`config.mk`:
```
export PLATFORM = sky130hd
export DESIGN_NAME = framed_command_receiver_core_flat
export DESIGN_NICKNAME = d
export VERILOG_FILES = /design/src/sv/fcr_pkg.sv /design/src/sv/fcr_if.sv /design/src/sv/fcr_frame.sv /design/src/sv/fcr_reply.sv /design/src/sv/framed_command_receiver_core.sv /design/src/flat_wrapper.sv
export VERILOG_INCLUDE_DIRS = /design/src /design/src/sv
export SDC_FILE = /design/constraint.sdc
export NUM_CORES = 1
export LEC_CHECK = 0
export BUFFER_PORTS_ARGS = -buffer_cell sky130_fd_sc_hd__buf_2
export CORE_ASPECT_RATIO = 1.75
export CORE_MARGIN = 3
export CORE_UTILIZATION = 30
export DETAILED_ROUTE_END_ITERATION = 10
export REMOVE_ABC_BUFFERS = 1
export SLEW_MARGIN = 10
export SYNTH_ARGS = -nofsm -noshare
export SYNTH_HDL_FRONTEND = slang
export SYNTH_SLANG_ARGS = --single-unit
```
`constraint.sdc`:
```
create_clock -name clk -period 2.4 [get_ports clk]
set_input_delay 0.24 -clock clk [delete_from_list [all_inputs] [get_ports clk]]
set_output_delay 0.24 -clock clk [all_outputs]
set_load 0.02 [all_outputs]
```
`src/sv/framed_command_receiver_core_assert.svh`:
```
// Assertion macros shared by the framed command receiver modules.
`ifndef FRAMED_COMMAND_RECEIVER_CORE_ASSERT_SVH
`define FRAMED_COMMAND_RECEIVER_CORE_ASSERT_SVH

// Check that cons holds in the same cycle as ante.
`define FCR_ASSERT_NOW(label, ante, cons) \
    label: assert property (@(posedge clk) disable iff (!rst_n) (ante) |-> (cons)) \
        else $error("fcr assertion failed");

// Check that cons holds in the cycle after ante.
`define FCR_ASSERT_NEXT(label, ante, cons) \
    label: assert property (@(posedge clk) disable iff (!rst_n) (ante) |=> (cons)) \
        else $error("fcr assertion failed");

`endif

```
`src/sv/fcr_pkg.sv`:
```
// Constants and types of the framed command receiver.
package fcr_pkg;

    localparam int BUF_DEPTH_DEF = 32;
    localparam int KEPT_BYTES    = 3;

    localparam logic [7:0] CH_START = 8'h3C;  // '<'
    localparam logic [7:0] CH_END   = 8'h3E;  // '>'
    localparam logic [7:0] CMD_INFO = 8'h49;  // 'I'
    localparam logic [7:0] CMD_FIRE = 8'h46;  // 'F'
    localparam logic [7:0] SEL_ARM  = 8'h41;  // 'A'
    localparam logic [7:0] SEL_FIRE = 8'h46;  // 'F'
    localparam logic [7:0] VAL_EN   = 8'h45;  // 'E'
    localparam logic [7:0] VAL_DIS  = 8'h44;  // 'D'

    // Position of a byte within the five-byte status reply.
    typedef logic [2:0] reply_pos_t;
    localparam reply_pos_t POS_START = 3'd0;
    localparam reply_pos_t POS_CMD   = 3'd1;
    localparam reply_pos_t POS_ARM   = 3'd2;
    localparam reply_pos_t POS_FIRE  = 3'd3;
    localparam reply_pos_t POS_END   = 3'd4;

    // Pending status reply handed from the frame parser to the serializer.
    typedef struct packed {
        logic valid;
        logic arm;
        logic fire;
    } reply_req_t;

endpackage

```
`src/sv/fcr_if.sv`:
```
// Channel interfaces of the framed command receiver.
interface byte_in_if;
    logic       valid;
    logic       ready;
    logic [7:0] rx_byte;

    modport source (output valid, output rx_byte, input ready);
    modport sink (input valid, input rx_byte, output ready);
endinterface

interface reply_out_if;
    logic       valid;
    logic       ready;
    logic [7:0] tx_byte;
    logic       last_byte;
    logic       arm_level;
    logic       fire_level;

    modport source (output valid, output tx_byte, output last_byte,
                    output arm_level, output fire_level, input ready);
    modport sink (input valid, input tx_byte, input last_byte,
                  input arm_level, input fire_level, output ready);
endinterface

```
`src/sv/fcr_frame.sv`:
```
// Frame parser: collects command bytes, updates the output levels, queues replies.
`include "framed_command_receiver_core_assert.svh"

module fcr_frame #(
    parameter int BUF_DEPTH = fcr_pkg::BUF_DEPTH_DEF
) (
    input  logic                clk,
    input  logic                rst_n,
    byte_in_if.sink             rx,
    input  logic                take,
    output fcr_pkg::reply_req_t req
);
    import fcr_pkg::*;

    localparam int IdxW = $clog2(BUF_DEPTH);

    logic [7:0]      frame_reg  [KEPT_BYTES];
    logic [7:0]      frame_next [KEPT_BYTES];
    logic [IdxW-1:0] widx_reg;
    logic [IdxW-1:0] widx_next;
    logic            arm_reg;
    logic            arm_next;
    logic            fire_reg;
    logic            fire_next;
    reply_req_t      req_reg;
    reply_req_t      req_next;
    logic            accept;
    logic            new_req;

    // Take a byte whenever the reply slot is free or drains this cycle.
    assign rx.ready = !req_reg.valid || take;
    assign accept   = rx.valid && rx.ready;
    assign req      = req_reg;

    always_comb
    begin
        frame_next = frame_reg;
        widx_next  = widx_reg;
        arm_next   = arm_reg;
        fire_next  = fire_reg;
        new_req    = 1'b0;
        if (accept)
        begin
            if (rx.rx_byte == CH_START)
            begin
                widx_next = '0;
            end
            else if (rx.rx_byte != CH_END)
            begin
                // Only the first three positions matter; higher ones just advance.
                if (widx_reg < IdxW'(KEPT_BYTES))
                begin
                    frame_next[widx_reg[1:0]] = rx.rx_byte;
                end
                widx_next = (widx_reg == IdxW'(BUF_DEPTH - 1)) ? '0 : widx_reg + 1'b1;
            end
            else if (frame_reg[0] == CMD_INFO)
            begin
                new_req = 1'b1;
            end
            else if (frame_reg[0] == CMD_FIRE)
            begin
                new_req = 1'b1;
                if (frame_reg[1] == SEL_ARM)
                begin
                    if (frame_reg[2] == VAL_EN)
                        arm_next = 1'b1;
                    else if (frame_reg[2] == VAL_DIS)
                        arm_next = 1'b0;
                end
                else if (frame_reg[1] == SEL_FIRE)
                begin
                    if (frame_reg[2] == VAL_EN)
                        fire_next = 1'b1;
                    else if (frame_reg[2] == VAL_DIS)
                        fire_next = 1'b0;
                end
            end
        end

        req_next.valid = (req_reg.valid && !take) || new_req;
        req_next.arm   = new_req ? arm_next  : req_reg.arm;
        req_next.fire  = new_req ? fire_next : req_reg.fire;
    end

    always_ff @(posedge clk or negedge rst_n)
    begin
        if (!rst_n)
        begin
            for (int i = 0; i < KEPT_BYTES; i++)
            begin
                frame_reg[i] <= '0;
            end
            widx_reg <= '0;
            arm_reg  <= 1'b0;
            fire_reg <= 1'b0;
            req_reg  <= '0;
        end
        else
        begin
            frame_reg <= frame_next;
            widx_reg  <= widx_next;
            arm_reg   <= arm_next;
            fire_reg  <= fire_next;
            req_reg   <= req_next;
        end
    end

    `FCR_ASSERT_NEXT(a_start_clears_index, accept && rx.rx_byte == CH_START, widx_reg == '0)
    `FCR_ASSERT_NEXT(a_pending_req_holds, req_reg.valid && !take,
                     req_reg.valid && $stable(req_reg.arm) && $stable(req_reg.fire))
    `FCR_ASSERT_NOW(a_take_needs_req, take, req_reg.valid)

endmodule

```
`src/sv/fcr_reply.sv`:
```
// Reply serializer: sends the five-byte status reply one byte per transaction.
`include "framed_command_receiver_core_assert.svh"

module fcr_reply (
    input  logic                clk,
    input  logic                rst_n,
    input  fcr_pkg::reply_req_t req,
    output logic                take,
    reply_out_if.source         tx
);
    import fcr_pkg::*;

    logic       busy_reg;
    logic       busy_next;
    reply_pos_t pos_reg;
    reply_pos_t pos_next;
    logic       arm_reg;
    logic       arm_next;
    logic       fire_reg;
    logic       fire_next;
    logic       out_hs;
    logic       at_end;

    assign at_end = (pos_reg == POS_END);
    assign out_hs = tx.valid && tx.ready;
    // Load the next reply when idle or when the closing byte leaves.
    assign take   = req.valid && (!busy_reg || (out_hs && at_end));

    always_comb
    begin
        busy_next = busy_reg;
        pos_next  = pos_reg;
        arm_next  = arm_reg;
        fire_next = fire_reg;
        if (take)
        begin
            busy_next = 1'b1;
            pos_next  = POS_START;
            arm_next  = req.arm;
            fire_next = req.fire;
        end
        else if (out_hs)
        begin
            if (at_end)
                busy_next = 1'b0;
            else
                pos_next = pos_reg + 1'b1;
        end
    end

    always_ff @(posedge clk or negedge rst_n)
    begin
        if (!rst_n)
        begin
            busy_reg <= 1'b0;
            pos_reg  <= POS_START;
            arm_reg  <= 1'b0;
            fire_reg <= 1'b0;
        end
        else
        begin
            busy_reg <= busy_next;
            pos_reg  <= pos_next;
            arm_reg  <= arm_next;
            fire_reg <= fire_next;
        end
    end

    always_comb
    begin
        unique case (pos_reg)
            POS_START: tx.tx_byte = CH_START;
            POS_CMD:   tx.tx_byte = CMD_FIRE;
            POS_ARM:   tx.tx_byte = arm_reg  ? VAL_EN : VAL_DIS;
            POS_FIRE:  tx.tx_byte = fire_reg ? VAL_EN : VAL_DIS;
            default:   tx.tx_byte = CH_END;
        endcase
    end

    assign tx.valid      = busy_reg;
    assign tx.last_byte  = at_end;
    assign tx.arm_level  = arm_reg;
    assign tx.fire_level = fire_reg;

    `FCR_ASSERT_NEXT(a_burst_continues, out_hs && !at_end, busy_reg)
    `FCR_ASSERT_NEXT(a_stall_holds_byte, busy_reg && !tx.ready,
                     busy_reg && $stable(pos_reg) && $stable(arm_reg) && $stable(fire_reg))
    `FCR_ASSERT_NOW(a_pos_in_range, busy_reg, pos_reg <= POS_END)

endmodule

```
`src/sv/framed_command_receiver_core.sv`:
```
// Framed command receiver: byte stream in, status reply bytes out.
//
// rx carries one received serial byte per transaction. A '<' restarts the
// frame, other bytes except '>' fill its first three positions, and a '>' acts on it.
// An 'I' frame, or an 'F' frame after updating the arm or fire level, queues
// the reply "<F a f>" on tx: five transactions, last_byte set on the '>'.
// Every tx transaction also carries the arm and fire levels of its reply.
// A '>' fills the reply slot; the serializer then loads the slot and offers the reply.
// Throughput: one rx byte per cycle while rx.ready is high; tx sends one byte per
// cycle while tx.ready is high. One reply can wait while another is being sent;
// while it waits, rx.ready drops until the serializer takes it, which happens
// when the closing byte of the current reply leaves the tx port.
// A tx stall holds the current reply byte and, once the slot fills, stalls rx.
// Reset clears the stored frame bytes, the write index and both levels, and
// drops any reply in flight; rx is ready as soon as reset is released.
module framed_command_receiver_core #(
    parameter int BUF_DEPTH = fcr_pkg::BUF_DEPTH_DEF
) (
    input  logic        clk,
    input  logic        rst_n,
    byte_in_if.sink     rx,
    reply_out_if.source tx
);
    import fcr_pkg::*;

    reply_req_t req;
    logic       take;

    fcr_frame #(
        .BUF_DEPTH (BUF_DEPTH)
    ) u_frame (
        .clk   (clk),
        .rst_n (rst_n),
        .rx    (rx),
        .take  (take),
        .req   (req)
    );

    fcr_reply u_reply (
        .clk   (clk),
        .rst_n (rst_n),
        .req   (req),
        .take  (take),
        .tx    (tx)
    );

endmodule

```
`src/flat_wrapper.sv`:
```
// flat-port wrapper written by rule: the top's interface ports become plain ports
module framed_command_receiver_core_flat import fcr_pkg::*;
#(
    parameter int BUF_DEPTH = fcr_pkg::BUF_DEPTH_DEF
)
  (clk, rst_n, rx_valid, rx_rx_byte, rx_ready, tx_valid, tx_tx_byte, tx_last_byte, tx_arm_level, tx_fire_level, tx_ready);
  byte_in_if rx_i ();
  reply_out_if tx_i ();
  input  logic clk;
  input  logic rst_n;
  input wire logic [$bits(rx_i.valid)-1:0] rx_valid;
  input wire logic [$bits(rx_i.rx_byte)-1:0] rx_rx_byte;
  output wire logic [$bits(rx_i.ready)-1:0] rx_ready;
  output wire logic [$bits(tx_i.valid)-1:0] tx_valid;
  output wire logic [$bits(tx_i.tx_byte)-1:0] tx_tx_byte;
  output wire logic [$bits(tx_i.last_byte)-1:0] tx_last_byte;
  output wire logic [$bits(tx_i.arm_level)-1:0] tx_arm_level;
  output wire logic [$bits(tx_i.fire_level)-1:0] tx_fire_level;
  input wire logic [$bits(tx_i.ready)-1:0] tx_ready;
  assign rx_i.valid = rx_valid;
  assign rx_i.rx_byte = rx_rx_byte;
  assign rx_ready = rx_i.ready;
  assign tx_valid = tx_i.valid;
  assign tx_tx_byte = tx_i.tx_byte;
  assign tx_last_byte = tx_i.last_byte;
  assign tx_arm_level = tx_i.arm_level;
  assign tx_fire_level = tx_i.fire_level;
  assign tx_i.ready = tx_ready;
  framed_command_receiver_core #(.BUF_DEPTH(BUF_DEPTH)) u_core (.clk(clk), .rst_n(rst_n), .rx(rx_i), .tx(tx_i));
endmodule
```
==> impl_metrics.py, run 1 <==
metrics = {
    "outcome": {
        "status": "finished clean",
    },
    "power": {
        "p_int_uw": 1770,
        "p_clk_share_pct": 32.7,
        "power_frac_seq_pct": 44.7,
        "power_density_nw_per_um2": 955,
        "p_leak_uw": 0.00115,
        "combPwrFrac_pct": 22.6,
        "ir_drop_mv": 0.501,
        "switching_power_uw": 662,
        "swShare_pct": 27.2,
    },
    "grt": {
        "grt_pass1_wl_mm": 7.34,
        "grt_pass1_vias": 1581,
        "antenna_found_initial": 0,
        "grt_max_degree": 41,
        "grt-ovfl-total": 0,
        "track_usage_pct": 11.0,
    },
    "drt": {
        "vias": 1489,
        "antenna_left": 0,
        "finalWirelength_mm": 4.20,
        "wire_per_inst_microns": 14.2,
        "drtIter0Drc": 43,
        "drc": 0,
        "vias_per_cell": 5.05,
        "firstDrtPassIters": 4,
    },
    "cts": {
        "cts_setup_buffers": 0,
        "root_buffer": "clkbuf_16",
        "cts_made_buffers": 5,
        "clkSlewWorstSetupHoldPaths_ns": 0.06,
        "clock_path_buffers": 2,
        "htreeDepth": 2,
        "clk_latency_ns": 0.28,
        "cts_num_sinks": 40,
        "cts_tree": "done",
    },
    "synth": {
        "synth-async-reset-ratio_pct": 100,
        "synth_area_leaders": "dfrtp_1 47%, mux2_2 14%, ha_1 5.8%",
        "synthFlopType": "dfrtp_1",
        "ys_ff_latch": 40,
        "avgSynthCellArea_sq_um": 11.8,
        "yosysSeqAreaShare_pct": 46.7,
        "yosysTopAreaCellShare_pct": 46.7,
        "yosysWarningCount": 0,
        "syn-cell-area_sq_um": 2140,
        "synth-edff-count": 0,
        "synthCells": 182,
        "synth_cell_type_count": 43,
        "synth_top_area_cell": "dfrtp_1",
    },
    "place": {
        "hpwl_mm": 3.18,
        "place.gp.congestion": 0.814,
        "port_buffers": 22,
        "placed_area_sq_um": 2360,
        "pre_cts_slack_ns": 0.113,
    },
    "setup_path": {
        "crit_type": "reg -> reg",
        "worstPathRequired_ns": 2.55,
        "end_kind": "flip-flop",
        "arrival_ns": 2.41,
        "startpoint_type": "flip-flop",
        "crit_fanout": 7,
    },
    "timing": {
        "setup_violations": 0,
        "rsz0062_at_grt": "no",
        "hold_viol_final": 0,
        "finalClockSkew_ns": 0.00371,
        "tightest_slew_ns": 0.876,
        "drv_slew": 0,
        "timing.final.crit_period_ns": 2.25,
        "fin_crit_sh_pct": 93.8,
        "max_freq_mhz": 444,
        "relSlewSlack_pct": 41.6,
        "setup_tns_ns": 0,
        "setup_slack_ns": 0.148,
    },
    "final_layout": {
        "n_antenna_cell": 0,
        "area_growth_pct": 19.0,
        "nFillCells": 696,
        "post-route-cell-area_sq_um": 2550,
        "largest_register_ffs": 24,
        "final_common_cell": "dfrtp_1",
        "mostFrequentLayoutCells": "40 x dfrtp_1, 27 x mux2_2, 22 x buf_2",
        "fin_nets": 232,
        "layout-drive-gt1-share_pct": 34.1,
    },
    "floorplan": {
        "num_io_pins": 25,
        "core_area_sq_um": 6910,
        "num_rows": 40,
        "dieArea_sq_um": 8230,
        "initial_utilization_pct": 31.0,
        "die_w_microns": 69.9,
        "die_h_microns": 118,
    },
    "job": {
        "drv_cap": 0,
    },
    "worst_hold_path": {
        "min_path_type": "in -> async",
    },
}
==> Yosys cell counts (2+ instances only) <==
library cell	n
a2111oi_0	2
a21oi_1	6
a221o_1	2
a22o_1	4
and3_1	2
buf_4	4
clkbuf_1	2
conb_1	2
dfrtp_1	40
ha_1	10
inv_1	13
mux2_1	2
mux2_2	27
nand2_1	6
nand2b_1	5
nand3_1	5
nor2_1	8
nor2b_1	2
nor4_2	2
nor4_4	3
nor4b_1	4
nor4bb_1	3
o21ai_0	7
o31a_1	2
==> critical path, stage by stage (launching register included) <==
cell and delay, ns:
dfrtp_1 0.38, or4b_1 0.51, or4_1 0.58, nor4_2 0.31, mux2_1 0.35
==> logic make-up (layout without fill, tap and decap cells) <==
group | count (synthesis) | count (layout) | share of synthesized area [%]
and+or+nand+nor | 51 | 51 | 17.5
muxes | 29 | 29 | 15.2
AOI/OAI and AO/OA | 29 | 29 | 9.52
DFF | 40 | 40 | 46.7
other | 2 | 2 | 0.351
adders and majority gates | 10 | 10 | 5.84
buffers and inverters | 21 | 50 | 4.79
==> final timing paths <==
path / start / endpoint / slack (ns) / depth (start not counted)
hold / removal: rst_n / u_core.u_reply.pos_reg[2] / 0.08 / 1
hold reg to reg: u_core.u_frame.arm_reg / u_core.u_frame.arm_reg / 0.48 / 1
min in group clk: rx_rx_byte[4] / u_core.u_frame.frame_reg[4] / 0.25 / 2
max in group asynchronous: rst_n / u_core.u_frame.widx_reg[1] / 1.77 / 1
setup reg to reg: u_core.u_frame.frame_reg[21] / u_core.u_frame.fire_reg / 0.15 / 4
setup / recovery: u_core.u_frame.frame_reg[21] / u_core.u_frame.fire_reg / 0.15 / 4
==> power groups by stage <==
| stage | sequential (uW) | combinational (uW) | clock [uW] |
|---|---|---|---|
| 6_report | 1090 | 549 | 796 |
| 5_1_grt | 1120 | 621 | 849 |
| 3_3_place_gp | 1090 | 539 | 0 |
| 2_1_floorplan | 1040 | 437 | 0 |
| 4_1_cts | 1090 | 559 | 820 |
| 3_5_place_dp | 1100 | 554 | 0 |
==> what timing repair did <==
action                                  CTS  global route
endpoints found under the setup margin    0            27
hold buffers                              0             0
gates resized for setup                   0             3
==> area by class of cell <==
class                           instances  area, sq um  area share [%]
Clock buffer                            7          153            5.99
Clock inverter                          1         30.0            1.18
Inverter                               13         48.8            1.91
Multi-Input combinational cell        121         1050            41.1
Sequential cell                        40         1000            39.3
Tap cell                               84          105            4.12
Timing Repair Buffer                   29          163            6.38
==> metrics by stage <==
step	utilization (%)	total power (uW)	hold WS (ns)	cells
after global placement	34.1	1630	0.424	287
after global routing	36.9	2590	0.160	295
after CTS	36.8	2470	0.118	295
final	36.9	2430	0.0801	295
after detailed placement	34.1	1650	0.414	287
after floorplan	-	1480	-0.0556	174
==> routing by layer <==
layer,share of wire [%],wire [microns],track usage [%]
met3,4.1,171,2.14
met1,40,1680,12.5
met2,55,2310,19.8
met5,0,0,0
met4,1.0,43,4.32
Power figures use the tool's default switching activity.
==> run 2: changes to the inputs <==
Settings changed: HOLD_SLACK_MARGIN set to 0.15.
==> impl_metrics.py, run 2 (synthesized netlist as in run 1, its figures left out) <==
metrics = {
    "outcome": {
        "status": "finished clean",
    },
    "grt": {
        "grt_max_degree": 41,
        "track_usage_pct": 11.0,
        "grt-ovfl-total": 0,
        "grt_pass1_wl_mm": 7.35,
        "antenna_found_initial": 0,
        "grt_pass1_vias": 1583,
    },
    "timing": {
        "timing.final.crit_period_ns": 2.26,
        "rsz0062_at_grt": "no",
        "setup_violations": 0,
        "drv_slew": 0,
        "setup_tns_ns": 0,
        "relSlewSlack_pct": 41.8,
        "finalClockSkew_ns": 0.00364,
        "setup_slack_ns": 0.144,
        "max_freq_mhz": 443,
        "fin_crit_sh_pct": 94.0,
        "hold_viol_final": 0,
        "tightest_slew_ns": 0.873,
    },
    "drt": {
        "drtIter0Drc": 54,
        "vias_per_cell": 5.04,
        "antenna_left": 0,
        "firstDrtPassIters": 4,
        "vias": 1491,
        "finalWirelength_mm": 4.21,
        "drc": 0,
        "wire_per_inst_microns": 14.2,
    },
    "setup_path": {
        "end_kind": "flip-flop",
        "arrival_ns": 2.41,
        "crit_type": "reg -> reg",
        "worstPathRequired_ns": 2.55,
        "startpoint_type": "flip-flop",
        "slowest_stage": "or4_1",
        "path_cells": "or4b_1 > or4_1 > nor4_2 > mux2_1",
        "r2r_slack_ns": 0.14,
        "crit_fanout": 7,
        "cp_slowest_stage_delay_ns": 0.58,
    },
    "floorplan": {
        "dieArea_sq_um": 8230,
        "initial_utilization_pct": 31.0,
        "die_w_microns": 69.9,
        "die_h_microns": 118,
        "num_rows": 40,
        "num_io_pins": 25,
        "core_area_sq_um": 6910,
    },
    "final_layout": {
        "n_antenna_cell": 0,
        "area_growth_pct": 19.5,
        "final_common_cell": "dfrtp_1",
        "layout-drive-gt1-share_pct": 34.0,
        "fin_nets": 233,
        "fin_util_pct": 37.0,
        "largest_register_ffs": 24,
        "mostFrequentLayoutCells": "40 x dfrtp_1, 27 x mux2_2, 22 x buf_2",
    },
    "cts": {
        "cts_made_buffers": 5,
        "cts_num_sinks": 40,
        "cts_setup_buffers": 0,
        "clkSlewWorstSetupHoldPaths_ns": 0.06,
        "cts_tree": "done",
        "clock_path_buffers": 2,
        "htreeDepth": 2,
        "clk_latency_ns": 0.28,
        "root_buffer": "clkbuf_16",
    },
    "power": {
        "ir_drop_mv": 0.501,
        "p_leak_uw": 0.00116,
        "power_density_nw_per_um2": 952,
    },
    "place": {
        "place.gp.congestion": 0.814,
        "pre_cts_slack_ns": 0.113,
        "port_buffers": 22,
        "hpwl_mm": 3.18,
    },
    "job": {
        "drv_cap": 0,
    },
    "worst_hold_path": {
        "min_path_type": "in -> reg",
    },
}
## run 2: cell count changes in the layout (fill, tap and decap cells not counted)
cell           before  now
dlygate4sd3_1       0    1
## run 2: where the power goes
part / internal (uW) / switching [uW]
logic: 312 / 240
registers: 915 / 175
clock network: 547 / 249
## run 2: repair_timing
action                                  CTS  global route
gates resized for setup                   0             3
endpoints found under the setup margin    0            27
hold endpoints to repair                 40             0
hold buffers                              1             0
## run 2: final cells by class
type	instances	area, sq um
fillers	695	4350
multi-input cells	121	1050
flip-flops and latches	40	1000
repair buffers	30	173
clock buffers	7	153
well taps	84	105
inverters	13	48.8
clock inverters	1	30.0
## run 2: path summary, 6_finish.rpt
| check | to | from | depth (start not counted) |
|---|---|---|---|
| max | u_core.u_frame.fire_reg | u_core.u_frame.frame_reg[21] | 4 |
| min | u_core.u_frame.frame_reg[4] | rx_rx_byte[4] | 2 |
| max reg2reg | u_core.u_frame.fire_reg | u_core.u_frame.frame_reg[21] | 4 |
| min reg2reg | u_core.u_frame.arm_reg | u_core.u_frame.arm_reg | 1 |
| max in group asynchronous | u_core.u_frame.widx_reg[1] | rst_n | 2 |
| min in group asynchronous | u_core.u_reply.pos_reg[2] | rst_n | 2 |
## run 2: through the flow
stage          cell area, sq um  total power [uW]  hold slack (ns)  cells
5_1_grt                    2560              2600            0.263    296
2_1_floorplan              2090              1480          -0.0556    174
4_1_cts                    2550              2470            0.248    296
3_5_place_dp               2360              1650            0.414    287
3_3_place_gp               2360              1630            0.424    287
6_report                   2560              2440            0.254    296
## run 2: worst max-delay path: cells and delay by family (launching register included)
family           cells  cell delay, ns
DFF                  1            0.38
muxes                1            0.35
and+or+nand+nor      3            1.40
## run 2: routing by layer
layer / track usage (%) / vias up / share of wire (%)
met2: 19.8 / 34 / 55
met3: 2.05 / 4 / 4.0
li1: - / 717 / -
met5: 0 / - / 0
met1: 12.5 / 736 / 40
met4: 4.32 / 0 / 1.0
